### src/rtl/assert_macros.svh
// Assertion macros used by the controller core.
`ifndef ASSERT_MACROS_SVH
`define ASSERT_MACROS_SVH

// Checked on every rising edge outside reset.
`define PHC_ASSERT(label, prop, msg) \
    label: assert property (@(posedge clk) disable iff (!rst_n) (prop)) else $error(msg);

// Checked on every rising edge, reset included.
`define PHC_ASSERT_ALWAYS(label, prop, msg) \
    label: assert property (@(posedge clk) (prop)) else $error(msg);

`endif

### src/rtl/phc_pkg.sv
// Types, constants, microcode and Q16.16 helpers for the PID heater controller.
package phc_pkg;

    localparam int HISTORY_LEN_DEF = 8;

    // Full drive band; zero means no band
    localparam logic [30:0] FULL_DRIVE_BAND = 31'd0;

    localparam logic signed [32:0] HALF_Q16     = 33'sd32768;
    localparam logic [31:0]        DRIVE_MAX_RST = 32'd6553600;

    typedef logic [2:0] cfg_idx_t;
    localparam cfg_idx_t CFG_SETPOINT    = 3'd0;
    localparam cfg_idx_t CFG_GAIN_P      = 3'd1;
    localparam cfg_idx_t CFG_GAIN_I      = 3'd2;
    localparam cfg_idx_t CFG_GAIN_D      = 3'd3;
    localparam cfg_idx_t CFG_DRIVE_MIN   = 3'd4;
    localparam cfg_idx_t CFG_DRIVE_MAX   = 3'd5;
    localparam cfg_idx_t CFG_INT_LIMIT   = 3'd6;
    localparam cfg_idx_t CFG_FEEDFORWARD = 3'd7;

    // Datapath operations
    typedef enum logic [3:0] {
        OP_NOP,
        OP_LOAD,
        OP_ERR,
        OP_HIST,
        OP_INTEG,
        OP_MUL_P,
        OP_MUL_I,
        OP_MUL_D,
        OP_ACC_I,
        OP_ACC_D,
        OP_CLAMP,
        OP_BANG,
        OP_SCAN0,
        OP_SCAN,
        OP_EMIT
    } op_t;

    // Hold on the current step while the condition stands
    typedef enum logic [1:0] {
        W_NONE,
        W_INPUT,
        W_OUTPUT
    } stall_t;

    // Jump conditions
    typedef enum logic [2:0] {
        C_NEXT,
        C_ALWAYS,
        C_SP_ZERO,
        C_OUTSIDE,
        C_SCAN_MORE
    } cond_t;

    typedef logic [3:0] step_t;
    localparam step_t ST_WAIT  = 4'd0;
    localparam step_t ST_ERR   = 4'd1;
    localparam step_t ST_HIST  = 4'd2;
    localparam step_t ST_INTEG = 4'd3;
    localparam step_t ST_MUL_P = 4'd4;
    localparam step_t ST_MUL_I = 4'd5;
    localparam step_t ST_MUL_D = 4'd6;
    localparam step_t ST_ACC_I = 4'd7;
    localparam step_t ST_ACC_D = 4'd8;
    localparam step_t ST_CLAMP = 4'd9;
    localparam step_t ST_BANG  = 4'd10;
    localparam step_t ST_SCAN0 = 4'd11;
    localparam step_t ST_SCAN  = 4'd12;
    localparam step_t ST_EMIT  = 4'd13;

    typedef struct packed {
        op_t    op;
        stall_t stall;
        cond_t  cond;
        step_t  target;
    } uword_t;

    // Control store
    function automatic uword_t ucode_rom(step_t pc);
        uword_t w;
        unique case (pc)
            ST_WAIT:  w = '{OP_LOAD,  W_INPUT,  C_NEXT,      ST_WAIT};
            ST_ERR:   w = '{OP_ERR,   W_NONE,   C_SP_ZERO,   ST_SCAN0};
            ST_HIST:  w = '{OP_HIST,  W_NONE,   C_NEXT,      ST_WAIT};
            ST_INTEG: w = '{OP_INTEG, W_NONE,   C_OUTSIDE,   ST_BANG};
            ST_MUL_P: w = '{OP_MUL_P, W_NONE,   C_NEXT,      ST_WAIT};
            ST_MUL_I: w = '{OP_MUL_I, W_NONE,   C_NEXT,      ST_WAIT};
            ST_MUL_D: w = '{OP_MUL_D, W_NONE,   C_NEXT,      ST_WAIT};
            ST_ACC_I: w = '{OP_ACC_I, W_NONE,   C_NEXT,      ST_WAIT};
            ST_ACC_D: w = '{OP_ACC_D, W_NONE,   C_NEXT,      ST_WAIT};
            ST_CLAMP: w = '{OP_CLAMP, W_NONE,   C_ALWAYS,    ST_SCAN0};
            ST_BANG:  w = '{OP_BANG,  W_NONE,   C_NEXT,      ST_WAIT};
            ST_SCAN0: w = '{OP_SCAN0, W_NONE,   C_NEXT,      ST_WAIT};
            ST_SCAN:  w = '{OP_SCAN,  W_NONE,   C_SCAN_MORE, ST_SCAN};
            ST_EMIT:  w = '{OP_EMIT,  W_OUTPUT, C_ALWAYS,    ST_WAIT};
            default:  w = '{OP_NOP,   W_NONE,   C_ALWAYS,    ST_WAIT};
        endcase
        return w;
    endfunction

    function automatic logic signed [31:0] sat33(logic signed [32:0] v);
        logic signed [31:0] r;
        if (v > 33'sd2147483647) begin
            r = 32'sh7FFF_FFFF;
        end
        else if (v < -33'sd2147483648) begin
            r = 32'sh8000_0000;
        end
        else begin
            r = v[31:0];
        end
        return r;
    endfunction

    function automatic logic signed [31:0] sat_add(logic signed [31:0] a,
                                                   logic signed [31:0] b);
        return sat33(33'(a) + 33'(b));
    endfunction

    function automatic logic signed [31:0] sat_sub(logic signed [31:0] a,
                                                   logic signed [31:0] b);
        return sat33(33'(a) - 33'(b));
    endfunction

    // Q16.16 product scaling, half away from zero, saturated
    function automatic logic signed [31:0] q_round(logic signed [63:0] p);
        logic signed [63:0] t;
        logic signed [31:0] r;
        t = p + (p[63] ? 64'sd32767 : 64'sd32768);
        t = t >>> 16;
        if (t > 64'sd2147483647) begin
            r = 32'sh7FFF_FFFF;
        end
        else if (t < -64'sd2147483648) begin
            r = 32'sh8000_0000;
        end
        else begin
            r = t[31:0];
        end
        return r;
    endfunction

    // Low bound first, then high bound (high wins if the bounds cross)
    function automatic logic signed [31:0] q_clamp(logic signed [31:0] x,
                                                   logic signed [31:0] lo,
                                                   logic signed [31:0] hi);
        logic signed [31:0] r;
        r = (x < lo) ? lo : x;
        r = (r > hi) ? hi : r;
        return r;
    endfunction

endpackage

### src/rtl/pid_heater_controller_q16_core.sv
// Q16.16 PID heater controller: microcoded sequencer and datapath.
//
// Use: one measurement request on the input channel (in_valid/in_ready) gives
// one result request (drive, stable) on the output channel (out_valid/out_ready).
// The gains, limits, setpoint and feedforward term sit on a plain write port
// (cfg_write, cfg_index, cfg_data) and are to be written while the block is
// idle; the block does not enforce this. A request is taken only while the
// sequencer sits on its wait step; it then runs a micro-program: error,
// history update, integral, three products through one shared 32x32
// multiplier, clamp, then a scan of the history. A zero setpoint jumps from
// error straight to the scan; an error outside a nonzero full drive band
// gives bang-bang drive in place of the products and clamp. No new request
// is taken until the program is back on its wait step; the history scan
// through the single memory read port and the shared multiplier set its length.
// The result sits in an output register, so the next measurement is taken
// while the last result waits; a stalled receiver holds the sequencer on its
// final step only when a second result is ready to go.
// Reset clears the configuration to its defaults, the integral, the head
// pointer and the per-entry valid bits of the history (an entry not yet
// written reads as zero); no clearing pass is needed.

`include "assert_macros.svh"

module pid_heater_controller_q16_core #(
    parameter int HISTORY_LEN = phc_pkg::HISTORY_LEN_DEF
) (
    input  logic                    clk,
    input  logic                    rst_n,
    input  logic                    in_valid,
    output logic                    in_ready,
    input  logic signed [31:0]      measurement,
    output logic                    out_valid,
    input  logic                    out_ready,
    output logic signed [31:0]      drive,
    output logic                    stable,
    input  logic                    cfg_write,
    input  phc_pkg::cfg_idx_t       cfg_index,
    input  logic [31:0]             cfg_data
);
    import phc_pkg::*;

    localparam int IDX_W = (HISTORY_LEN > 1) ? $clog2(HISTORY_LEN) : 1;
    localparam int CNT_W = $clog2(HISTORY_LEN + 1);
    localparam logic [IDX_W-1:0] HEAD_LAST = IDX_W'(HISTORY_LEN - 1);
    localparam logic [CNT_W-1:0] CNT_LAST  = CNT_W'(HISTORY_LEN - 1);

    // Configuration registers
    logic signed [31:0] setpoint_reg;
    logic signed [31:0] gain_p_reg;
    logic signed [31:0] gain_i_reg;
    logic signed [31:0] gain_d_reg;
    logic signed [31:0] drive_min_reg;
    logic signed [31:0] drive_max_reg;
    logic [30:0]        int_limit_reg;
    logic signed [31:0] feedforward_reg;

    // Sequencer
    step_t  pc_reg, pc_next;
    uword_t uw;
    logic   take_jump;
    logic   stall;
    logic   out_busy;

    // Datapath registers
    logic signed [31:0] x_reg,     x_next;
    logic signed [31:0] err_reg,   err_next;
    logic signed [31:0] din_reg,   din_next;
    logic signed [31:0] integ_reg, integ_next;
    logic signed [31:0] acc_reg,   acc_next;
    logic signed [63:0] prod_reg,  prod_next;
    logic signed [31:0] qm_reg,    qm_next;
    logic signed [31:0] drv_reg,   drv_next;
    logic               stab_reg,  stab_next;
    logic [CNT_W-1:0]   cnt_reg,   cnt_next;
    logic [IDX_W-1:0]   head_reg,  head_next;

    // Output register
    logic               out_valid_reg, out_valid_next;
    logic signed [31:0] drive_reg,     drive_next;
    logic               stable_reg,    stable_next;

    // Sample memory with per-entry valid bits
    logic signed [31:0]    hist_mem [HISTORY_LEN];
    logic [HISTORY_LEN-1:0] hvalid_reg, hvalid_next;
    logic [IDX_W-1:0]      rd_addr;
    logic signed [31:0]    rdata_reg;
    logic                  rvalid_reg;
    logic signed [31:0]    rd_sample;
    logic                  mem_we;

    // Shared multiplier
    logic signed [31:0] mul_a;
    logic signed [31:0] mul_b;

    // Misc datapath terms
    logic [32:0]        err_abs;
    logic               outside;
    logic signed [31:0] lim_pos;
    logic signed [31:0] lim_neg;
    logic signed [32:0] scan_diff;
    logic               scan_off;
    logic [CNT_W-1:0]   cnt_inc;
    logic               emit_fire;

    // ---------------------------------------------------------------
    // Configuration port
    // ---------------------------------------------------------------
    always_ff @(posedge clk or negedge rst_n)
    begin
        if (!rst_n)
        begin
            setpoint_reg    <= '0;
            gain_p_reg      <= '0;
            gain_i_reg      <= '0;
            gain_d_reg      <= '0;
            drive_min_reg   <= '0;
            drive_max_reg   <= DRIVE_MAX_RST;
            int_limit_reg   <= '0;
            feedforward_reg <= '0;
        end
        else if (cfg_write)
        begin
            unique case (cfg_index)
                CFG_SETPOINT:    setpoint_reg    <= cfg_data;
                CFG_GAIN_P:      gain_p_reg      <= cfg_data;
                CFG_GAIN_I:      gain_i_reg      <= cfg_data;
                CFG_GAIN_D:      gain_d_reg      <= cfg_data;
                CFG_DRIVE_MIN:   drive_min_reg   <= cfg_data;
                CFG_DRIVE_MAX:   drive_max_reg   <= cfg_data;
                CFG_INT_LIMIT:   int_limit_reg   <= cfg_data[30:0];
                CFG_FEEDFORWARD: feedforward_reg <= cfg_data;
                default:         ;
            endcase
        end
    end

    // ---------------------------------------------------------------
    // Sequencer: control store, stall, conditional jump
    // ---------------------------------------------------------------
    assign uw       = ucode_rom(pc_reg);
    assign out_busy = out_valid_reg && !out_ready;

    // Band test on the error: only taken for a positive band
    assign err_abs = err_reg[31] ? (33'd0 - {err_reg[31], err_reg}) : {1'b0, err_reg};
    assign outside = (FULL_DRIVE_BAND != '0) && (err_abs > {2'b00, FULL_DRIVE_BAND});

    always_comb
    begin
        case (uw.stall)
            W_INPUT:  stall = !in_valid;
            W_OUTPUT: stall = out_busy;
            default:  stall = 1'b0;
        endcase

        unique case (uw.cond)
            C_ALWAYS:    take_jump = 1'b1;
            C_SP_ZERO:   take_jump = (setpoint_reg == '0);
            C_OUTSIDE:   take_jump = outside;
            C_SCAN_MORE: take_jump = (cnt_reg != CNT_LAST);
            default:     take_jump = 1'b0;
        endcase

        if (stall)
        begin
            pc_next = pc_reg;
        end
        else if (take_jump)
        begin
            pc_next = uw.target;
        end
        else
        begin
            pc_next = pc_reg + 4'd1;
        end
    end

    assign in_ready  = (uw.stall == W_INPUT);
    assign emit_fire = (uw.op == OP_EMIT) && !out_busy;

    // ---------------------------------------------------------------
    // Datapath
    // ---------------------------------------------------------------
    assign rd_sample = rvalid_reg ? rdata_reg : 32'sd0;
    assign lim_pos   = $signed({1'b0, int_limit_reg});
    assign lim_neg   = 32'sd0 - lim_pos;
    assign scan_diff = 33'(rd_sample) - 33'(setpoint_reg);
    assign scan_off  = (scan_diff > HALF_Q16) || (scan_diff < -HALF_Q16);
    assign cnt_inc   = cnt_reg + CNT_W'(1);
    assign mem_we    = (uw.op == OP_HIST);

    // Operand select for the one multiplier
    always_comb
    begin
        case (uw.op)
            OP_MUL_I:
            begin
                mul_a = gain_i_reg;
                mul_b = integ_reg;
            end
            OP_MUL_D:
            begin
                mul_a = gain_d_reg;
                mul_b = din_reg;
            end
            default:
            begin
                mul_a = gain_p_reg;
                mul_b = err_reg;
            end
        endcase
    end

    // Memory read address
    always_comb
    begin
        case (uw.op)
            OP_SCAN0: rd_addr = '0;
            OP_SCAN:  rd_addr = (cnt_reg == CNT_LAST) ? '0 : cnt_inc[IDX_W-1:0];
            default:  rd_addr = head_reg;
        endcase
    end

    always_comb
    begin
        x_next      = x_reg;
        err_next    = err_reg;
        din_next    = din_reg;
        integ_next  = integ_reg;
        acc_next    = acc_reg;
        prod_next   = prod_reg;
        qm_next     = qm_reg;
        drv_next    = drv_reg;
        stab_next   = stab_reg;
        cnt_next    = cnt_reg;
        head_next   = head_reg;
        hvalid_next = hvalid_reg;

        unique case (uw.op)
            OP_LOAD:
            begin
                if (in_valid)
                begin
                    x_next = measurement;
                end
            end
            OP_ERR:
            begin
                err_next = sat_sub(setpoint_reg, x_reg);
                drv_next = '0;
            end
            OP_HIST:
            begin
                // rd_sample holds the entry being replaced
                din_next              = sat_sub(x_reg, rd_sample);
                hvalid_next[head_reg] = 1'b1;
                head_next             = (head_reg == HEAD_LAST) ? '0 : head_reg + IDX_W'(1);
            end
            OP_INTEG:
            begin
                integ_next = outside ? 32'sd0
                           : q_clamp(sat_add(integ_reg, err_reg), lim_neg, lim_pos);
                acc_next   = feedforward_reg;
            end
            OP_MUL_P:
            begin
                prod_next = mul_a * mul_b;
            end
            OP_MUL_I:
            begin
                qm_next   = q_round(prod_reg);
                prod_next = mul_a * mul_b;
            end
            OP_MUL_D:
            begin
                acc_next  = sat_add(acc_reg, qm_reg);
                qm_next   = q_round(prod_reg);
                prod_next = mul_a * mul_b;
            end
            OP_ACC_I:
            begin
                acc_next = sat_add(acc_reg, qm_reg);
                qm_next  = q_round(prod_reg);
            end
            OP_ACC_D:
            begin
                acc_next = sat_sub(acc_reg, qm_reg);
            end
            OP_CLAMP:
            begin
                drv_next = q_clamp(acc_reg, drive_min_reg, drive_max_reg);
            end
            OP_BANG:
            begin
                drv_next = (err_reg > 32'sd0) ? drive_max_reg : drive_min_reg;
            end
            OP_SCAN0:
            begin
                cnt_next  = '0;
                stab_next = 1'b1;
            end
            OP_SCAN:
            begin
                if (scan_off)
                begin
                    stab_next = 1'b0;
                end
                if (cnt_reg != CNT_LAST)
                begin
                    cnt_next = cnt_inc;
                end
            end
            default: ;
        endcase
    end

    // Output register: a new result may load as the old one leaves
    always_comb
    begin
        out_valid_next = out_valid_reg;
        drive_next     = drive_reg;
        stable_next    = stable_reg;
        if (emit_fire)
        begin
            out_valid_next = 1'b1;
            drive_next     = drv_reg;
            stable_next    = stab_reg;
        end
        else if (out_ready)
        begin
            out_valid_next = 1'b0;
        end
    end

    // Control state
    always_ff @(posedge clk or negedge rst_n)
    begin
        if (!rst_n)
        begin
            pc_reg        <= ST_WAIT;
            out_valid_reg <= 1'b0;
            integ_reg     <= '0;
            head_reg      <= '0;
            hvalid_reg    <= '0;
            cnt_reg       <= '0;
        end
        else
        begin
            pc_reg        <= pc_next;
            out_valid_reg <= out_valid_next;
            integ_reg     <= integ_next;
            head_reg      <= head_next;
            hvalid_reg    <= hvalid_next;
            cnt_reg       <= cnt_next;
        end
    end

    // Payload registers
    always_ff @(posedge clk)
    begin
        x_reg      <= x_next;
        err_reg    <= err_next;
        din_reg    <= din_next;
        acc_reg    <= acc_next;
        prod_reg   <= prod_next;
        qm_reg     <= qm_next;
        drv_reg    <= drv_next;
        stab_reg   <= stab_next;
        drive_reg  <= drive_next;
        stable_reg <= stable_next;
    end

    // Sample memory: one write, one registered read
    always_ff @(posedge clk)
    begin
        if (mem_we)
        begin
            hist_mem[head_reg] <= x_reg;
        end
        rdata_reg  <= hist_mem[rd_addr];
        rvalid_reg <= hvalid_reg[rd_addr];
    end

    assign out_valid = out_valid_reg;
    assign drive     = drive_reg;
    assign stable    = stable_reg;

    // ---------------------------------------------------------------
    // Assertions
    // ---------------------------------------------------------------
    `PHC_ASSERT(a_accept_goes_to_err, (in_valid && in_ready) |=> (pc_reg == ST_ERR),
        "accepted request did not start the error step")
    `PHC_ASSERT(a_result_from_emit, $rose(out_valid) |-> $past(pc_reg == ST_EMIT),
        "result offered outside the emit step")
    `PHC_ASSERT(a_head_moves_on_hist, (head_reg != $past(head_reg)) |-> $past(pc_reg == ST_HIST),
        "history head moved outside the history step")
    `PHC_ASSERT(a_emit_holds_when_busy,
        (pc_reg == ST_EMIT && out_valid && !out_ready) |=> ($stable(drive) && pc_reg == ST_EMIT),
        "pending result overwritten while receiver stalled")

endmodule

### config.mk
export PLATFORM = sky130hd
export DESIGN_NAME = pid_heater_controller_q16_core
export DESIGN_NICKNAME = d
export VERILOG_FILES = /design/src/rtl/phc_pkg.sv /design/src/rtl/pid_heater_controller_q16_core.sv
export VERILOG_INCLUDE_DIRS = /design/src /design/src/rtl
export SDC_FILE = /design/constraint.sdc
export NUM_CORES = 2
export LEC_CHECK = 0
export ABC_AREA = 0
export BUFFER_PORTS_ARGS = -buffer_cell sky130_fd_sc_hd__buf_2
export CORE_ASPECT_RATIO = 1.5
export CORE_MARGIN = 2
export CORE_UTILIZATION = 65
export CTS_CLUSTER_DIAMETER = 80
export DETAILED_ROUTE_END_ITERATION = 16
export GPL_TIMING_DRIVEN = 0
export PLACE_DENSITY = 0.82
export SLEW_MARGIN = 5
export SYNTH_ARGS = -nofsm -noshare
export SYNTH_HDL_FRONTEND = slang
export SYNTH_SLANG_ARGS = --single-unit
export TNS_END_PERCENT = 20
### constraint.sdc
create_clock -name clk -period 20.3 [get_ports clk]
set_input_delay 4.06 -clock clk [delete_from_list [all_inputs] [get_ports clk]]
set_output_delay 4.06 -clock clk [all_outputs]
set_load 0.02 [all_outputs]
== After elaboration in Yosys (flattened, before gate mapping) ==
Memories as Yosys holds them, arrays and structs flattened. A register that Yosys moved wholly into a read port is not among the register bits.
Cells that the tools add are included.

* Add/sub/neg operators: 11
* Multiply operators: 1
* Order comparisons: 22
* Equality and inequality tests: 31
* Mux-type cells: 39
* Bitwise operators: 1
* Reductions and logical operators: 27

{| class="wikitable"
|+ Operators by type and width
! kind !! number
|-
| $mux 32 || 16
|-
| $pmux 32 s3 || 2
|-
| $gt 33x32->1 const B || 5
|-
| $lt 33x32->1 const B || 5
|-
| $sub 32x32->33 || 4
|-
| $pmux 32 s2 || 2
|-
| $add 32x32->33 || 2
|-
| $add 64x17->64 || 1
|-
| $gt 32x32->1 || 2
|-
| $lt 32x32->1 || 2
|-
| $mul 32x32->64 || 1
|-
| $gt 48x32->1 const B || 1
|-
| $lt 48x32->1 const B || 1
|-
| $gt 33x17->1 const B || 1
|-
| $lt 33x16->1 const B || 1
|-
| $gt 32x1->1 const B || 1
|-
| $logic_not 32->1 || 1
|-
| $sub 1x31->32 const A || 1
|-
| $eq 4x4->1 const B || 7
|-
| $reduce_and 2->1 || 11
|-
| $eq 4x3->1 const B || 5
|-
| $eq 3x3->1 const B || 6
|-
| $mux 16 || 1
|-
| $eq 3x2->1 const B || 3
|-
| other kinds (29) || 50
|}

* Register bits after elaboration: 598
* RAM bits: 256
* Bits in read-only memories: 208
* Input bits: 72
* Output and inout port bits: 35
* Memories: 2

{| class="wikitable"
|+ Memories
! name !! words !! bits a word !! rd ports !! clocked after memory_dff !! write ports !! RTL line !! source
|-
| hist_mem || 8 || 32 || 1 || 1 || 1 || pid_heater_controller_q16_core.sv:83 || <nowiki>logic signed [31:0] hist_mem [HISTORY_LEN];</nowiki>
|-
| (no name shown) || 16 || 13 || 1 || 0 || 0 || phc_pkg.sv:83 || <nowiki>unique case (pc)</nowiki>
|}

== Longest topological paths before layout ==
* Word-level depth: 9
* Depth in mapped cells: 41
* Depth with buffers taken out: 37

== Least setup slack after synthesis ==
Ideal clock, no wire load.

* Kind: reg2reg
* Start point: register pc_reg[1]
* End point: register prod_reg[63], data pin
* Arrival time: 9727 ps
* Data required time: 20034 ps
* Path slack: 10308 ps
* Stages on the path, launching flop included: 38
* Buffers on the path: 4
* Clock period less this slack: 9992 ps
* Cells stage by stage: dfrtp_1 -> inv_1 -> ha_1 -> and3_1 -> a21oi_1 -> or2_2 -> clkbuf_1 -> clkbuf_1 -> clkbuf_1 -> nand2_1 -> o21ai_1 -> clkbuf_1 -> nand2_1 -> inv_1 -> fa_1 -> fa_1 -> fa_1 -> inv_1 -> [... 2 more ...] -> fa_1 -> inv_1 -> fa_1 -> inv_1 -> fa_1 -> fa_1 -> ha_1 -> and3_1 -> nor3b_1 -> and4_1 -> a32o_1 -> o41ai_2 -> o32ai_1 -> a211oi_1 -> a21o_1 -> o21ai_1 -> o41ai_1 -> xnor2_1

* Word-level cells in the longest chain between the ends: 4
* Elaborated cells on any way between the ends: 6
* Those cells by class: 1 x mul; 2 x eq/ne; 2 x mux; 1 x memory

{| class="wikitable"
|+ Ends and longest elaborated chain
! element !! RTL line !! source
|-
| from (decl) || pid_heater_controller_q16_core.sv:58 || <nowiki>step_t pc_reg, pc_next;</nowiki>
|-
| from (signal assigned) || pid_heater_controller_q16_core.sv:348 || <nowiki>pc_reg <= pc_next;</nowiki>
|-
| $mem_v2 16x13 (*) || n/a ||
|-
| $eq 4x3->1 || pid_heater_controller_q16_core.sv:194, pid_heater_controller_q16_core.sv:238 ||
|-
| $pmux 32 s2 || pid_heater_controller_q16_core.sv:194 || <nowiki>case (uw.op)</nowiki>
|-
| $mul 32x32->64 (*) || pid_heater_controller_q16_core.sv:266, pid_heater_controller_q16_core.sv:271, pid_heater_controller_q16_core.sv:277 ||
|-
| to (signal assigned) || pid_heater_controller_q16_core.sv:364 || <nowiki>prod_reg <= prod_next;</nowiki>
|-
| to (decl) || pid_heater_controller_q16_core.sv:70 || <nowiki>logic signed [63:0] prod_reg, prod_next;</nowiki>
|}

Every way passes the cells marked *; elsewhere a longest branch is shown, timed or not.
A chain may end at the register's enable or synchronous reset.

== Final worst setup path ==
* Start point: register pc_reg[0]
* End point: register prod_reg[63], data pin

Same word-level chain as after synthesis.

==> flow_summary.json <==
{
  "status": "finished, violations left",
  "violations": "capacitance limit, slew limit",
  "synth_top_area_frac": 0.2514,
  "fillers": 9865,
  "synth-main-ff-cell": "edfxtp_1",
  "cts_tree": "yes",
  "grt_usage": 0.4809,
  "grt_pass1_vias": 73955,
  "post_cts_resized": 0,
  "async_flop_share": 0.3465,
  "drt_first_pass_iters": 6,
  "antenna_found_initial": 28,
  "post-route-period-util": 0.7457,
  "grt_pass1_wl_mm": 467.7,
  "met1_length_mm": 99.26,
  "drc": 0,
  "regToRegStartpoint": "pc_reg[0]$_DFFE_PN0N_",
  "whs_ns": 0.3692,
  "drt-vias-per-instance": 6.413,
  "clk_pin_slew_ns": 0.07,
  "postSynthAreaPerCell_sq_um": 9.624,
  "synth_top_area_cell": "fa_1",
  "post-place-ws_ns": 5.476,
  "cts_max_level": 3,
  "die_y_um": 451.1,
  "drv_cap": 6,
  "worst_pin_slew_ns": 1.565,
  "initialDrtViolationCount": 7834,
  "die_area_sq_mm": 0.1363,
  "num_vias": 70980,
  "endpoint_kind": "flop",
  "finish.utilization": 0.7022,
  "maxUsedRoutingLayer": "met5",
  "globalplace.congestion": 1.025,
  "finalSetupViolations": 0,
  "synthToLayoutAreaGrowth_pct": 7.611,
  "min_from": "drv_reg[20]$_DFFE_PP_",
  "critPathArrivalTime_ns": 15.59,
  "largest_reg_flops": 256,
  "max_freq_mhz": 66.06,
  "clock-root-buffer": "clkbuf_16",
  "dieWidth_um": 302.1,
  "numCtsBuffers": 88,
  "ys_seq_elements": 886,
  "cp.required_ns": 20.75,
  "cts.path.max_buffers": 3,
  "yosysSeqAreaShare": 0.2856,
  "min_path_type": "flop to flop",
  "netlist_instances": 9002,
  "synth_area_leaders": "fa_1, edfxtp_1, dfrtp_1, ha_1, inv_1",
  "slew_viol_final": 32,
  "clock_sinks": 886,
  "setup_slack_ns": 5.162,
  "max_stage_delay_ns": 0.91,
  "synth_nets": 10688,
  "cpMostUsedCell": "fa_1",
  "place_hpwl_mm": 252.4,
  "post-cts-setup-buffers": 0,
  "cts_hold_buffers": 0,
  "tns_ns": 0,
  "overflow": 0,
  "cp-startpoint": "pc_reg[0]$_DFFE_PN0N_",
  "yosys-top-cells-count": "inv_1, nand2_1, fa_1, edfxtp_1, ha_1",
  "relSlewSlack": -0.05050,
  "wl_per_cell_um": 29.05,
  "wl_met3_mm": 32.74,
  "start_kind": "flop",
  "crit_fanout": 10,
  "fin_crit_ns": 15.14,
  "rows": 164,
  "fin_nets": 10923,
  "synth_edf_count": 546,
  "synth_most_common_cell": "inv_1",
  "routed_wl_mm": 321.5,
  "clock_skew_ns": 0.06954,
  "synth_cell_type_count": 117,
  "grt_max_degree": 108,
  "dr_wl_met2_mm": 148.8,
  "core-area_sq_mm": 0.1328,
  "path_class": "flop to flop",
  "yosys_warnings": 0,
  "clk_latency_ns": 0.79,
  "rsz0062_at_grt": "false",
  "syn_area_sq_mm": 0.08664,
  "place.port_buffers": 104,
  "cp_slowest_cell": "o21ai_2",
  "top_level_ports": 107,
  "finalHoldViolations": 0,
  "antenna_left": 0,
  "start_util": 0.6526,
  "drive_gt1_frac": 0.07088
}
[final timing paths]
path                       slack (ns)  depth (start not counted)                            to
setup / recovery                 5.16                         37        prod_reg[63]$_DFFE_PP_
hold / removal                   0.37                          0           drive[20]$_DFFE_PP_
setup reg to reg                 5.16                         37        prod_reg[63]$_DFFE_PP_
hold reg to reg                  0.37                          0           drive[20]$_DFFE_PP_
max in group asynchronous       15.62                          3    gain_p_reg[19]$_DFFE_PN0P_
min in group asynchronous        3.19                          1  drive_max_reg[9]$_DFFE_PN0P_
[layout make-up]
type                            instances  area, sq um  share of cell area
Inverter                             1510         5668             0.06079
Clock buffer                          107         2369             0.02540
Buffer                                383         1486             0.01594
Antenna cell                           13        32.53           0.0003489
Clock inverter                         58        738.2            0.007918
Timing Repair Buffer                  145         1084             0.01162
Sequential cell                       886        24740              0.2654
Multi-Input combinational cell       6223        54930              0.5892
Tap cell                             1743         2181             0.02339
[per-layer routing]
layer	GRT usage	vias up
met5	0	-
met4	0.4775	14
met3	0.1313	1673
met2	0.7668	4560
met1	0.5023	34971
li1	-	29762
[worst max-delay path, delay by kind of cell, from the launching register on]
kind                       cells  cell delay [ns]
adders and majority gates     10             4.77
xor gates and xnor gates       1             0.35
muxes                          1             0.16
DFF                            1             0.56
buffers and inverters         10             3.32
and+or+nand+nor                2             0.35
AOI/OAI and AO/OA             13             5.22
[cell families after synthesis]
| group | share of synthesized area |
|---|---|
| xor gates and xnor gates | 0.02770 |
| DFF | 0.2856 |
| buffers and inverters | 0.08258 |
| AOI/OAI and AO/OA | 0.1035 |
| adders and majority gates | 0.3285 |
| muxes | 0.04087 |
| and+or+nand+nor | 0.1313 |
[metrics by stage]
stage | instance area [sq um] | instances
2_1_floorplan | 86640 | 9002
3_3_place_gp | 89340 | 10849
3_5_place_dp | 90050 | 10889
4_1_cts | 93160 | 11054
5_1_grt | 93200 | 11055
6_report | 93230 | 11068
[layout by cell type (no fill, tap or decap), types with 60 or more instances in the layout]
master and instances:
inv_1 1508, nand2_1 1413, fa_1 1088, edfxtp_1 546
ha_1 526, nor2_1 450, clkbuf_1 360, a21oi_1 341
dfrtp_1 304, o21ai_0 301, nand3_1 258, mux2_2 235
xnor2_1 186, a21o_1 184, buf_2 121, clkbuf_16 92
xor2_1 88, mux2i_1 82, and2_1 79, o21a_1 74
o21ai_1 74, nand4_1 61, nor3_1 60
Power is left out: the tool's default activity adds up to more than one toggle a clock period on the data nets, which glitch-free logic cannot reach.
